File: src/sv/tmvf_pkg.sv
// ---------------------------------------------------------------------------
// tmvf_pkg
// Types, codes and register indexes of the track mode vote filter.
// ---------------------------------------------------------------------------
package tmvf_pkg;

   // Official mode codes
   localparam logic [2:0] MODE_NONE     = 3'd0;
   localparam logic [2:0] MODE_STRAIGHT = 3'd1;
   localparam logic [2:0] MODE_TURN     = 3'd2;
   localparam logic [2:0] MODE_CROSS    = 3'd3;
   localparam logic [2:0] MODE_STR2TRN  = 3'd4;

   // Configuration register indexes
   localparam logic [2:0] CSR_AGREE_AWARD       = 3'd0;
   localparam logic [2:0] CSR_DISAGREE_PENALTY  = 3'd1;
   localparam logic [2:0] CSR_CROSS_HOLD_FRAMES = 3'd2;
   localparam logic [2:0] CSR_SCORE_CEILING     = 3'd3;
   localparam logic [2:0] CSR_PROMOTE_THRESHOLD = 3'd4;
   localparam logic [2:0] CSR_ERROR_THRESHOLD   = 3'd5;
   localparam logic [2:0] CSR_TRANSITION_LIMIT  = 3'd6;

   typedef struct packed {
      logic [5:0]  agree_award;
      logic [5:0]  disagree_penalty;
      logic [7:0]  cross_hold_frames;
      logic [6:0]  score_ceiling;
      logic [6:0]  promote_threshold;
      logic [15:0] error_threshold;
      logic [7:0]  transition_limit;
   } tmvf_cfg_type;

   typedef struct packed {
      logic [2:0] official;
      logic [1:0] candidate;
      logic [6:0] score;            // always 0..127
      logic [7:0] hold_count;
      logic [8:0] transition_count;
   } tmvf_state_type;

   typedef struct packed {
      logic        is_unknown;
      logic [1:0]  observed_mode;
      logic [15:0] fit_error;
   } tmvf_req_type;

endpackage

File: src/sv/tmvf_update.sv
// ---------------------------------------------------------------------------
// tmvf_update
// Next-state logic of the vote filter for one classified frame.
// ---------------------------------------------------------------------------
module tmvf_update (
   input  tmvf_pkg::tmvf_cfg_type   cfg,
   input  tmvf_pkg::tmvf_state_type cur,
   input  tmvf_pkg::tmvf_req_type   req,
   output tmvf_pkg::tmvf_state_type nxt
);
   import tmvf_pkg::*;

   logic [2:0] obs_mode;
   logic [7:0] agree_sum;
   logic [6:0] agree_score;
   logic [7:0] disagree_diff;
   logic [8:0] trans_step;
   logic [8:0] trans_next;

   assign obs_mode = {1'b0, req.observed_mode};

   // Clamp the raised score at the ceiling
   assign agree_sum   = {1'b0, cur.score} + {2'b00, cfg.agree_award};
   assign agree_score = (agree_sum > {1'b0, cfg.score_ceiling}) ?
                        cfg.score_ceiling : agree_sum[6:0];

   // Lowered score; bit 7 flags a negative result
   assign disagree_diff = {1'b0, cur.score} - {2'b00, cfg.disagree_penalty};

   // Advance the transition counter by one, or two on a high fit error
   assign trans_step = (req.fit_error > cfg.error_threshold) ? 9'd2 : 9'd1;
   assign trans_next = cur.transition_count + trans_step;

   always_comb begin
      nxt = cur;
      if (req.is_unknown) begin
         nxt = cur;
      end else if (cur.official == MODE_NONE) begin
         // First valid frame: adopt the observed class
         nxt.official  = obs_mode;
         nxt.candidate = req.observed_mode;
         nxt.score     = {1'b0, cfg.agree_award};
      end else if (cur.official == MODE_CROSS && cur.hold_count != 8'd0) begin
         // Freeze cross mode while the hold runs
         nxt.hold_count = cur.hold_count - 8'd1;
      end else if (cur.official == MODE_STR2TRN) begin
         if (trans_next > {1'b0, cfg.transition_limit}) begin
            nxt.official         = MODE_TURN;
            nxt.transition_count = 9'd0;
         end else begin
            nxt.transition_count = trans_next;
         end
      end else if (req.observed_mode == cur.candidate) begin
         nxt.score = agree_score;
         if (agree_score > cfg.promote_threshold &&
             cur.official != {1'b0, cur.candidate}) begin
            if (cur.official == MODE_STRAIGHT && {1'b0, cur.candidate} == MODE_TURN) begin
               nxt.official = MODE_STR2TRN;
            end else begin
               nxt.official = {1'b0, cur.candidate};
               if ({1'b0, cur.candidate} == MODE_CROSS) begin
                  nxt.hold_count = cfg.cross_hold_frames;
               end
            end
         end
      end else begin
         // Disagreement: a negative score replaces the candidate
         if (disagree_diff[7]) begin
            nxt.candidate = req.observed_mode;
            nxt.score     = {1'b0, cfg.agree_award};
         end else begin
            nxt.score = disagree_diff[6:0];
         end
      end
   end

endmodule

File: src/sv/track_mode_vote_filter_core.sv
// ---------------------------------------------------------------------------
// track_mode_vote_filter_core
// Vote filter that settles the official track mode from per-frame classes.
// ---------------------------------------------------------------------------
// Channel   Direction  Handshake            Payload
// req       in         req_valid/req_ready  is_unknown, observed_mode, fit_error
// rsp       out        rsp_valid/rsp_ready  official_mode, candidate_mode,
//                                           candidate_score
// csr       in         csr_write_enable     csr_index, csr_write_data
//
// One request per cycle is sustained while responses are taken; each
// request passes through the input register, then the state update into
// the response register. The state update is one pass of short logic.
// Reset clears the pipeline valids and the filter state and loads the
// register defaults. A stalled response holds the input register, and new
// requests are refused only while both stages are full.
// ---------------------------------------------------------------------------
module track_mode_vote_filter_core (
   input  logic              clock,
   input  logic              reset,
   input  logic              req_valid,
   output logic              req_ready,
   input  logic              req_is_unknown,
   input  logic [1:0]        req_observed_mode,
   input  logic [15:0]       req_fit_error,
   output logic              rsp_valid,
   input  logic              rsp_ready,
   output logic [2:0]        rsp_official_mode,
   output logic [1:0]        rsp_candidate_mode,
   output logic signed [7:0] rsp_candidate_score,
   input  logic              csr_write_enable,
   input  logic [2:0]        csr_index,
   input  logic [15:0]       csr_write_data
);
   import tmvf_pkg::*;

   tmvf_cfg_type   cfg_ff;
   tmvf_state_type state_ff;
   tmvf_state_type state_in;
   tmvf_req_type   req_ff;
   tmvf_req_type   req_in;
   logic           req_valid_ff;
   logic           rsp_valid_ff;
   logic [2:0]     rsp_official_ff;
   logic [1:0]     rsp_candidate_ff;
   logic [6:0]     rsp_score_ff;
   logic           stage_advance;
   logic           req_take;

   assign stage_advance = !rsp_valid_ff || rsp_ready;
   assign req_ready     = !req_valid_ff || stage_advance;
   assign req_take      = req_valid && req_ready;

   assign req_in.is_unknown    = req_is_unknown;
   assign req_in.observed_mode = req_observed_mode;
   assign req_in.fit_error     = req_fit_error;

   // Write configuration registers
   always_ff @(posedge clock) begin
      if (reset) begin
         cfg_ff.agree_award       <= 6'd10;
         cfg_ff.disagree_penalty  <= 6'd30;
         cfg_ff.cross_hold_frames <= 8'd20;
         cfg_ff.score_ceiling     <= 7'd80;
         cfg_ff.promote_threshold <= 7'd30;
         cfg_ff.error_threshold   <= 16'd13;
         cfg_ff.transition_limit  <= 8'd20;
      end else if (csr_write_enable) begin
         case (csr_index)
            CSR_AGREE_AWARD:       cfg_ff.agree_award       <= csr_write_data[5:0];
            CSR_DISAGREE_PENALTY:  cfg_ff.disagree_penalty  <= csr_write_data[5:0];
            CSR_CROSS_HOLD_FRAMES: cfg_ff.cross_hold_frames <= csr_write_data[7:0];
            CSR_SCORE_CEILING:     cfg_ff.score_ceiling     <= csr_write_data[6:0];
            CSR_PROMOTE_THRESHOLD: cfg_ff.promote_threshold <= csr_write_data[6:0];
            CSR_ERROR_THRESHOLD:   cfg_ff.error_threshold   <= csr_write_data;
            CSR_TRANSITION_LIMIT:  cfg_ff.transition_limit  <= csr_write_data[7:0];
            default: begin
            end
         endcase
      end
   end

   // Capture the request
   always_ff @(posedge clock) begin
      if (reset) begin
         req_valid_ff <= 1'b0;
      end else if (req_ready) begin
         req_valid_ff <= req_valid;
      end
   end

   always_ff @(posedge clock) begin
      if (req_take) begin
         req_ff <= req_in;
      end
   end

   tmvf_update u_update (
      .cfg (cfg_ff),
      .cur (state_ff),
      .req (req_ff),
      .nxt (state_in)
   );

   // Advance the filter state as the request moves to the response stage
   always_ff @(posedge clock) begin
      if (reset) begin
         state_ff <= '0;
      end else if (req_valid_ff && stage_advance) begin
         state_ff <= state_in;
      end
   end

   // Hold the response until taken
   always_ff @(posedge clock) begin
      if (reset) begin
         rsp_valid_ff <= 1'b0;
      end else if (stage_advance) begin
         rsp_valid_ff <= req_valid_ff;
      end
   end

   always_ff @(posedge clock) begin
      if (req_valid_ff && stage_advance) begin
         rsp_official_ff  <= state_in.official;
         rsp_candidate_ff <= state_in.candidate;
         rsp_score_ff     <= state_in.score;
      end
   end

   assign rsp_valid           = rsp_valid_ff;
   assign rsp_official_mode   = rsp_official_ff;
   assign rsp_candidate_mode  = rsp_candidate_ff;
   assign rsp_candidate_score = $signed({1'b0, rsp_score_ff});

endmodule

File: config.mk
export PLATFORM = sky130hd
export DESIGN_NAME = track_mode_vote_filter_core
export DESIGN_NICKNAME = d
export VERILOG_FILES = /design/src/sv/tmvf_pkg.sv /design/src/sv/tmvf_update.sv /design/src/sv/track_mode_vote_filter_core.sv
export SDC_FILE = /design/constraint.sdc
export NUM_CORES = 1
export LEC_CHECK = 0
export BUFFER_PORTS_ARGS = -buffer_cell sky130_fd_sc_hd__buf_2
export CAP_MARGIN = 0
export CELL_PAD_IN_SITES_DETAIL_PLACEMENT = 1
export CELL_PAD_IN_SITES_GLOBAL_PLACEMENT = 2
export CORE_UTILIZATION = 40
export DETAILED_ROUTE_END_ITERATION = 6
export PLACE_DENSITY = 0.89
export SLEW_MARGIN = 20
export SYNTH_ARGS = -nofsm -noshare
export SYNTH_HDL_FRONTEND = slang
export SYNTH_SLANG_ARGS = --single-unit
export TNS_END_PERCENT = 100
File: constraint.sdc
create_clock -name clock -period 7.6 [get_ports clock]
set_clock_uncertainty 0.1 [all_clocks]
set_input_delay 1.52 -clock clock [delete_from_list [all_inputs] [get_ports clock]]
set_output_delay 1.52 -clock clock [all_outputs]
set_load 0.01 [all_outputs]
==> results of run 1 <==
-- sequential cells by signal (all words and copies together), names as in the netlist --
signal	flops
req_ff	19
rsp_official_mode	3
req_valid_ff	1
rsp_candidate_mode	2
state_ff	29
rsp_score_ff	7
cfg_ff	58
rsp_valid	1
-- cell families (layout without fill, tap and decap cells) --
family | Yosys count | in the layout
and+or+nand+nor | 310 | 310
buffers and inverters | 87 | 148
DFF | 120 | 120
adders and majority gates | 57 | 57
AOI/OAI and AO/OA | 198 | 198
muxes | 24 | 24
xor gates and xnor gates | 18 | 18
other | 1 | 1
-- metal layers --
| layer | vias to the layer above | global-route usage |
|---|---|---|
| met3 | 36 | 0.0388 |
| li1 | 2962 | - |
| met1 | 2935 | 0.278 |
| met4 | 0 | 0.0997 |
| met5 | - | 0 |
| met2 | 131 | 0.410 |
-- final timing paths --
kind,startpoint,depth (start not counted),endpoint,slack [ns]
worst max register to register,cfg_ff[52],21,rsp_official_mode[1],2.13
worst min register to register,cfg_ff[7],2,cfg_ff[7],0.36
worst max-delay path,cfg_ff[52],21,rsp_official_mode[1],2.13
worst min-delay path,cfg_ff[7],2,cfg_ff[7],0.36
-- power groups by stage --
stage               Clock (mW)  Sequential, mW  Combinational (mW)
floorplan                    0           0.703               0.113
global placement             0           0.707               0.163
detailed placement           0           0.708               0.171
CTS                      0.827           0.694               0.173
global route             0.854           0.697               0.192
finish                   0.814           0.694               0.172
-- area by class of cell --
class                           count  area [sq um]  share of cell area
Clock buffer                       22           475              0.0600
Clock inverter                     10           116              0.0147
Inverter                           57           214              0.0270
Multi-Input combinational cell    608          3820               0.483
Sequential cell                   120          2710               0.343
Tap cell                          220           275              0.0348
Timing Repair Buffer               59           303              0.0382
-- synth_stat cells (all sizes together) (2+ instances only) --
| cell | number |
|---|---|
| nand2 | 127 |
| dfxtp | 89 |
| nor2 | 87 |
| a21oi | 85 |
| inv | 57 |
| ha | 54 |
| edfxtp | 31 |
| o21ai | 30 |
| clkbuf | 23 |
| nand3 | 18 |
| mux2i | 17 |
| nor2b | 14 |
| nand3b | 13 |
| a21o | 12 |
| nor3 | 11 |
| o22ai | 10 |
| xnor2 | 9 |
| xor2 | 9 |
| a211o | 8 |
| nand2b | 8 |
| buf | 7 |
| mux2 | 7 |
| nand4 | 7 |
| a211oi | 6 |
| a31oi | 6 |
| o21a | 6 |
| a311o | 5 |
| and3 | 5 |
| nor4 | 5 |
| o211ai | 5 |
| and2 | 3 |
| fa | 3 |
| nor3b | 3 |
| o311ai | 3 |
| or2 | 3 |
| a2111oi | 2 |
| a21boi | 2 |
| a22oi | 2 |
| a32oi | 2 |
| o21bai | 2 |
| o31a | 2 |
-- worst max-delay path, stage by stage (launching register included) --
cell and delay (ns):
dfxtp_1 0.36, ha_1 0.25, fa_1 0.42, a21o_1 0.18, a21oi_1 0.22, o21bai_1 0.09, a21oi_1 0.18, xnor2_1 0.11
ha_1 0.31, nand3_1 0.09, a21oi_1 0.13, a211oi_1 0.08, o22ai_2 0.32, mux2_2 0.43, ha_1 0.34, nand4_1 0.13
o21bai_1 0.19, and2_1 0.16, or4_4 0.55, a22oi_1 0.24, a2111oi_0 0.16, a21o_1 0.19
-- per-stage QoR --
stage,std cells,hold slack [ns],cell area [sq um],total power [mW]
after floorplan,815,0.332,6880,0.816
after global routing,1096,0.378,7920,1.74
after detailed placement,1064,0.352,7330,0.879
final,1096,0.360,7920,1.68
after CTS,1096,0.360,7920,1.69
after global placement,1064,0.344,7330,0.870
==> results.yml, run 1 <==
cells_and_area:
  utilization: 0.474
  final_common_cell: "nand2_1"
  syn2layout_area_growth_pct: 15.2
  final_nets: 963
  n_fill_cell: 2003
  drive_gt1_frac: 0.118
  layout_common_cells: "nand2_1 (127), dfxtp_1 (89), nor2_1 (85)"
  num_antenna_cells: 0
place:
  dp_hpwl_mm: 14.6
  io_buffer_count: 56
  dp_slack_ns: 2.22
  gp_congestion: 0.878
synthesis:
  synth_compound_area_frac: 0.182
  synth_fa_ha_area_frac: 0.107
  synth_top_area_frac: 0.259
  syn_avg_cell_area_sq_um: 8.44
  synth_cell_types: 71
  synth.cell_area_sq_mm: 0.00688
  synth.mux.area_fraction: 0.0362
  synth-edff-count: 31
  synthArstFlopShare: 0
  synth_top_cell_by_area: "dfxtp_1"
  yosys.area_share.simple: 0.207
  ys.flop_type: "dfxtp_1"
  synth_area_leaders: "dfxtp_1 (26%), edfxtp_1 (14%), ha_1 (9.8%)"
  synth_cells: 815
  synth_top_family_by_area: "simple AND/OR/NAND/NOR gates"
  synth_xor_area_frac: 0.0229
  ys_seq_area_frac: 0.395
  yosys_warnings: 0
  ys_ff_latch: 120
  syn_nets: 915
cts:
  clk_path_buf_depth: 2
  post_cts_buffers: 0
  cts_resized: 0
  clkTransAtPathRegs_ns: 0.06
  htreeDepth: 4
  cts_hold_buf: 0
  clkSinkCount: 120
  clk_latency_ns: 0.42
  cts_tree: "done"
  numCtsBuffers: 17
  root_buffer: "clkbuf_16"
pwr:
  power_frac_comb: 0.103
  seqPwrFrac: 0.413
  p_clk_frac: 0.484
  p_leak_nw: 3.28
  swShare: 0.254
  irDropWorstVdd_uv: 173
  pwr_density_cell_mw_per_mm2: 212
  power_switching_mw: 0.427
  p_int_mw: 1.25
critical_path:
  end_kind: "flop"
  critical_path_arrival_ns: 5.55
  critPathLaunchType: "flop"
  worst-setup-path-type: "reg2reg"
  required_ns: 7.68
  crit_fanout: 7
drt:
  totalWireLength_mm: 19.7
  vias: 6064
  vias_per_cell: 5.53
  route.met3.wl_microns: 646
  wl_met1_mm: 8.81
  ant_nets: 0
  firstDrtPassIters: 6
  routedWlPerCell_microns: 18.0
  drt_iter0_drc: 393
  drc: 0
  topRoutingLayerUsed: "met4"
  dr_wl_met2_mm: 9.69
die:
  die_area_sq_mm: 0.0177
  start_util: 0.412
  io_pins: 58
  die_w_microns: 133
  die_h_microns: 133
  rows: 47
  core_area_sq_mm: 0.0167
timing:
  slew_viol_final: 0
  finalSetupTns_ns: 0
  timing.final.ws_setup_ns: 2.13
  fmax_mhz: 183
  period_needed_ns: 5.47
  slew_headroom: 0.271
  setup_viol: 0
  worst_pin_slew_ns: 1.09
  final-hold-violation-count: 0
  finalCritPeriodShare: 0.720
  rsz0062_at_grt: "false"
status:
  status: "complete, no violations"
run:
  max_cap_viol_count: 0
min_path:
  hold_path.class: "reg2reg"
grt:
  antenna_found_initial: 0
  gr-usage-all-layers: 0.232
  grt_overflow_total: 0
  grt_max_degree: 79
  grt_pass1_wl_mm: 31.9
  grt_pass1_vias: 6342
No activity file was read; power rests on OpenSTA's default activity.
==> run 2, diff against run 1 <==
--- a/config.mk
+++ b/config.mk
@@ -9,9 +9,9 @@
 export CAP_MARGIN = 0
 export CELL_PAD_IN_SITES_DETAIL_PLACEMENT = 1
 export CELL_PAD_IN_SITES_GLOBAL_PLACEMENT = 2
-export CORE_UTILIZATION = 40
+export CORE_UTILIZATION = 33
 export DETAILED_ROUTE_END_ITERATION = 6
-export PLACE_DENSITY = 0.89
+export PLACE_DENSITY = 0.79
 export SLEW_MARGIN = 20
 export SYNTH_ARGS = -nofsm -noshare
 export SYNTH_HDL_FRONTEND = slang
==> constraint.sdc (replaced) <==
create_clock -name clock -period 4.7 [get_ports clock]
set_clock_uncertainty 0.1 [all_clocks]
set_input_delay 0.94 -clock clock [delete_from_list [all_inputs] [get_ports clock]]
set_output_delay 0.94 -clock clock [all_outputs]
set_load 0.01 [all_outputs]
==> results.yml, run 2 (same netlist as run 1, synthesis figures left out) <==
status:
  status: "finished with violations"
  violations: "negative setup slack"
timing:
  final-hold-violation-count: 0
  timing.final.ws_setup_ns: -0.290
  period_needed_ns: 4.99
  fmax_mhz: 200
  rsz0062_at_grt: "true"
  finalCritPeriodShare: 1.06
  worst_pin_slew_ns: 0.896
  slew_viol_final: 0
  whs_ns: 0.357
  setup_viol: 14
  slew_headroom: 0.402
die:
  die_area_sq_mm: 0.0214
  core_area_sq_mm: 0.0203
  die_h_microns: 146
  io_pins: 58
  die_w_microns: 146
  rows: 52
  start_util: 0.339
critical_path:
  rr_endpoint: "state_ff[26]"
  ff2ff_setup_slack_ns: -0.29
  critical_path_arrival_ns: 5.22
  critPathLaunchType: "flop"
  reg2reg_depth: 23
  required_ns: 4.93
  worst-setup-path-type: "reg2reg"
  end_kind: "flop"
  crit_fanout: 5
  r2r_start: "cfg_ff[52]"
min_path:
  hold_start: "cfg_ff[3]"
  hold_path.class: "reg2reg"
  hold_depth: 2
  worstHoldEndpoint: "cfg_ff[3]"
cts:
  cts_tree: "done"
  root_buffer: "clkbuf_16"
  clkSinkCount: 120
  clk_latency_ns: 0.43
  clkTransAtPathRegs_ns: 0.06
  numCtsBuffers: 17
  htreeDepth: 4
  clk_path_buf_depth: 2
run:
  max_cap_viol_count: 0
drt:
  vias_per_cell: 5.14
  ant_nets: 0
  vias: 6165
  drc: 0
  routedWlPerCell_microns: 17.3
  totalWireLength_mm: 20.8
  drt_iter0_drc: 323
  firstDrtPassIters: 5
cells_and_area:
  largest_register_ff_count: 58
  reg_top3: "cfg_ff (58), state_ff (29), req_ff (19)"
  syn2layout_area_growth_pct: 25.9
  regMostFlops: "cfg_ff"
  drive_gt1_frac: 0.207
  design_area_sq_mm: 0.00866
  layout_common_cells: "nand2_1 (127), dfxtp_1 (87), a21oi_1 (80)"
  final_common_cell: "nand2_1"
  final_nets: 1013
place:
  gp_congestion: 0.869
  io_buffer_count: 56
  dpl_cell_area_sq_mm: 0.00774
  dp_hpwl_mm: 15.0
pwr:
  irDropWorstVdd_uv: 209
  p_leak_nw: 3.57
  pwr_density_cell_mw_per_mm2: 323
grt:
  grt_overflow_total: 0
  antenna_found_initial: 3
  gr-usage-all-layers: 0.200
  grt_pass1_wl_mm: 33.5
  grt_max_degree: 60
  grt_pass1_vias: 6391
run 2: cell types whose count changed in the layout (fill, tap and decap cells not counted), sizes merged:
cell / previous run / this run
buf: 59 / 109
clkinv: 6 / 2
diode: 0 / 3
inv: 59 / 61
clkbuf: 22 / 23
clkinvlp: 0 / 1
run 2: per-layer routing:
| layer | global-route usage | vias to the layer above | share of wire |
|---|---|---|---|
| li1 | - | 3059 | - |
| met1 | 0.258 | 2982 | 0.48 |
| met2 | 0.339 | 104 | 0.48 |
| met3 | 0.0359 | 20 | 0.032 |
| met4 | 0.0635 | 0 | 0.013 |
| met5 | 0 | - | 0 |
run 2: power by group:
group	total [mW]	switching [mW]	internal, mW	leakage (nW)
Sequential	1.12	0.0240	1.10	1.02
Clock	1.34	0.502	0.841	0.295
Combinational	0.337	0.197	0.140	2.25
Total	2.80	0.723	2.08	3.57
run 2: how the worst max path moves through the flow:
stage / start / to / slack (ns) / cells after the start
floorplan: cfg_ff[52] / rsp_official_mode[0] / 0.01 / 22
global placement: cfg_ff[52] / rsp_official_mode[0] / -0.12 / 22
detailed placement: cfg_ff[52] / rsp_official_mode[0] / -0.23 / 22
CTS: cfg_ff[52] / rsp_official_mode[0] / -0.15 / 22
global route: state_ff[18] / state_ff[26] / -0.49 / 23
finish: cfg_ff[52] / state_ff[26] / -0.29 / 23
run 2: area by class of cell:
class / instances / area (sq um)
fillers: 2424 / 11600
multi-input cells: 608 / 4080
flip-flops and latches: 120 / 2720
repair buffers: 109 / 709
clock buffers: 23 / 488
well taps: 270 / 338
inverters: 57 / 214
clock inverters: 9 / 111
diodes: 3 / 7.51
run 2: what timing repair did:
item                                    4_1_cts  5_1_grt
gates resized for setup                      19       29
endpoints found under the setup margin       22       22
hold buffers                                  0        0
setup buffers                                10        4
pin swaps                                    14       10
run 2: worst max-delay path, cell delays in order (launching register included):
cell and delay, ns:
dfxtp_2 0.33, ha_4 0.16, fa_2 0.33, a21o_1 0.17, a21oi_2 0.15, o21bai_1 0.09
a21oi_1 0.16, xnor2_1 0.11, ha_1 0.33, nand3_2 0.12, a21oi_4 0.16, a211oi_4 0.06
o22ai_4 0.23, buf_6 0.15, mux2_4 0.32, ha_4 0.28, nor2b_4 0.12, o21a_1 0.11
o21bai_1 0.08, and2_4 0.17, or4_4 0.45, mux2i_1 0.14, o32a_1 0.36, a211oi_2 0.22
run 2: through the flow:
| step | setup TNS, ns | worst slack (ns) | cells | power [mW] | utilization |
|---|---|---|---|---|---|
| after floorplan | 0 | 0.0119 | 815 | 1.32 | - |
| after global placement | -0.328 | -0.115 | 1152 | 1.45 | 0.381 |
| after detailed placement | -1.63 | -0.234 | 1152 | 1.45 | 0.381 |
| after CTS | -0.596 | -0.151 | 1193 | 2.82 | 0.419 |
| after global routing | -5.74 | -0.488 | 1198 | 2.91 | 0.426 |
| final | -2.40 | -0.290 | 1199 | 2.80 | 0.427 |
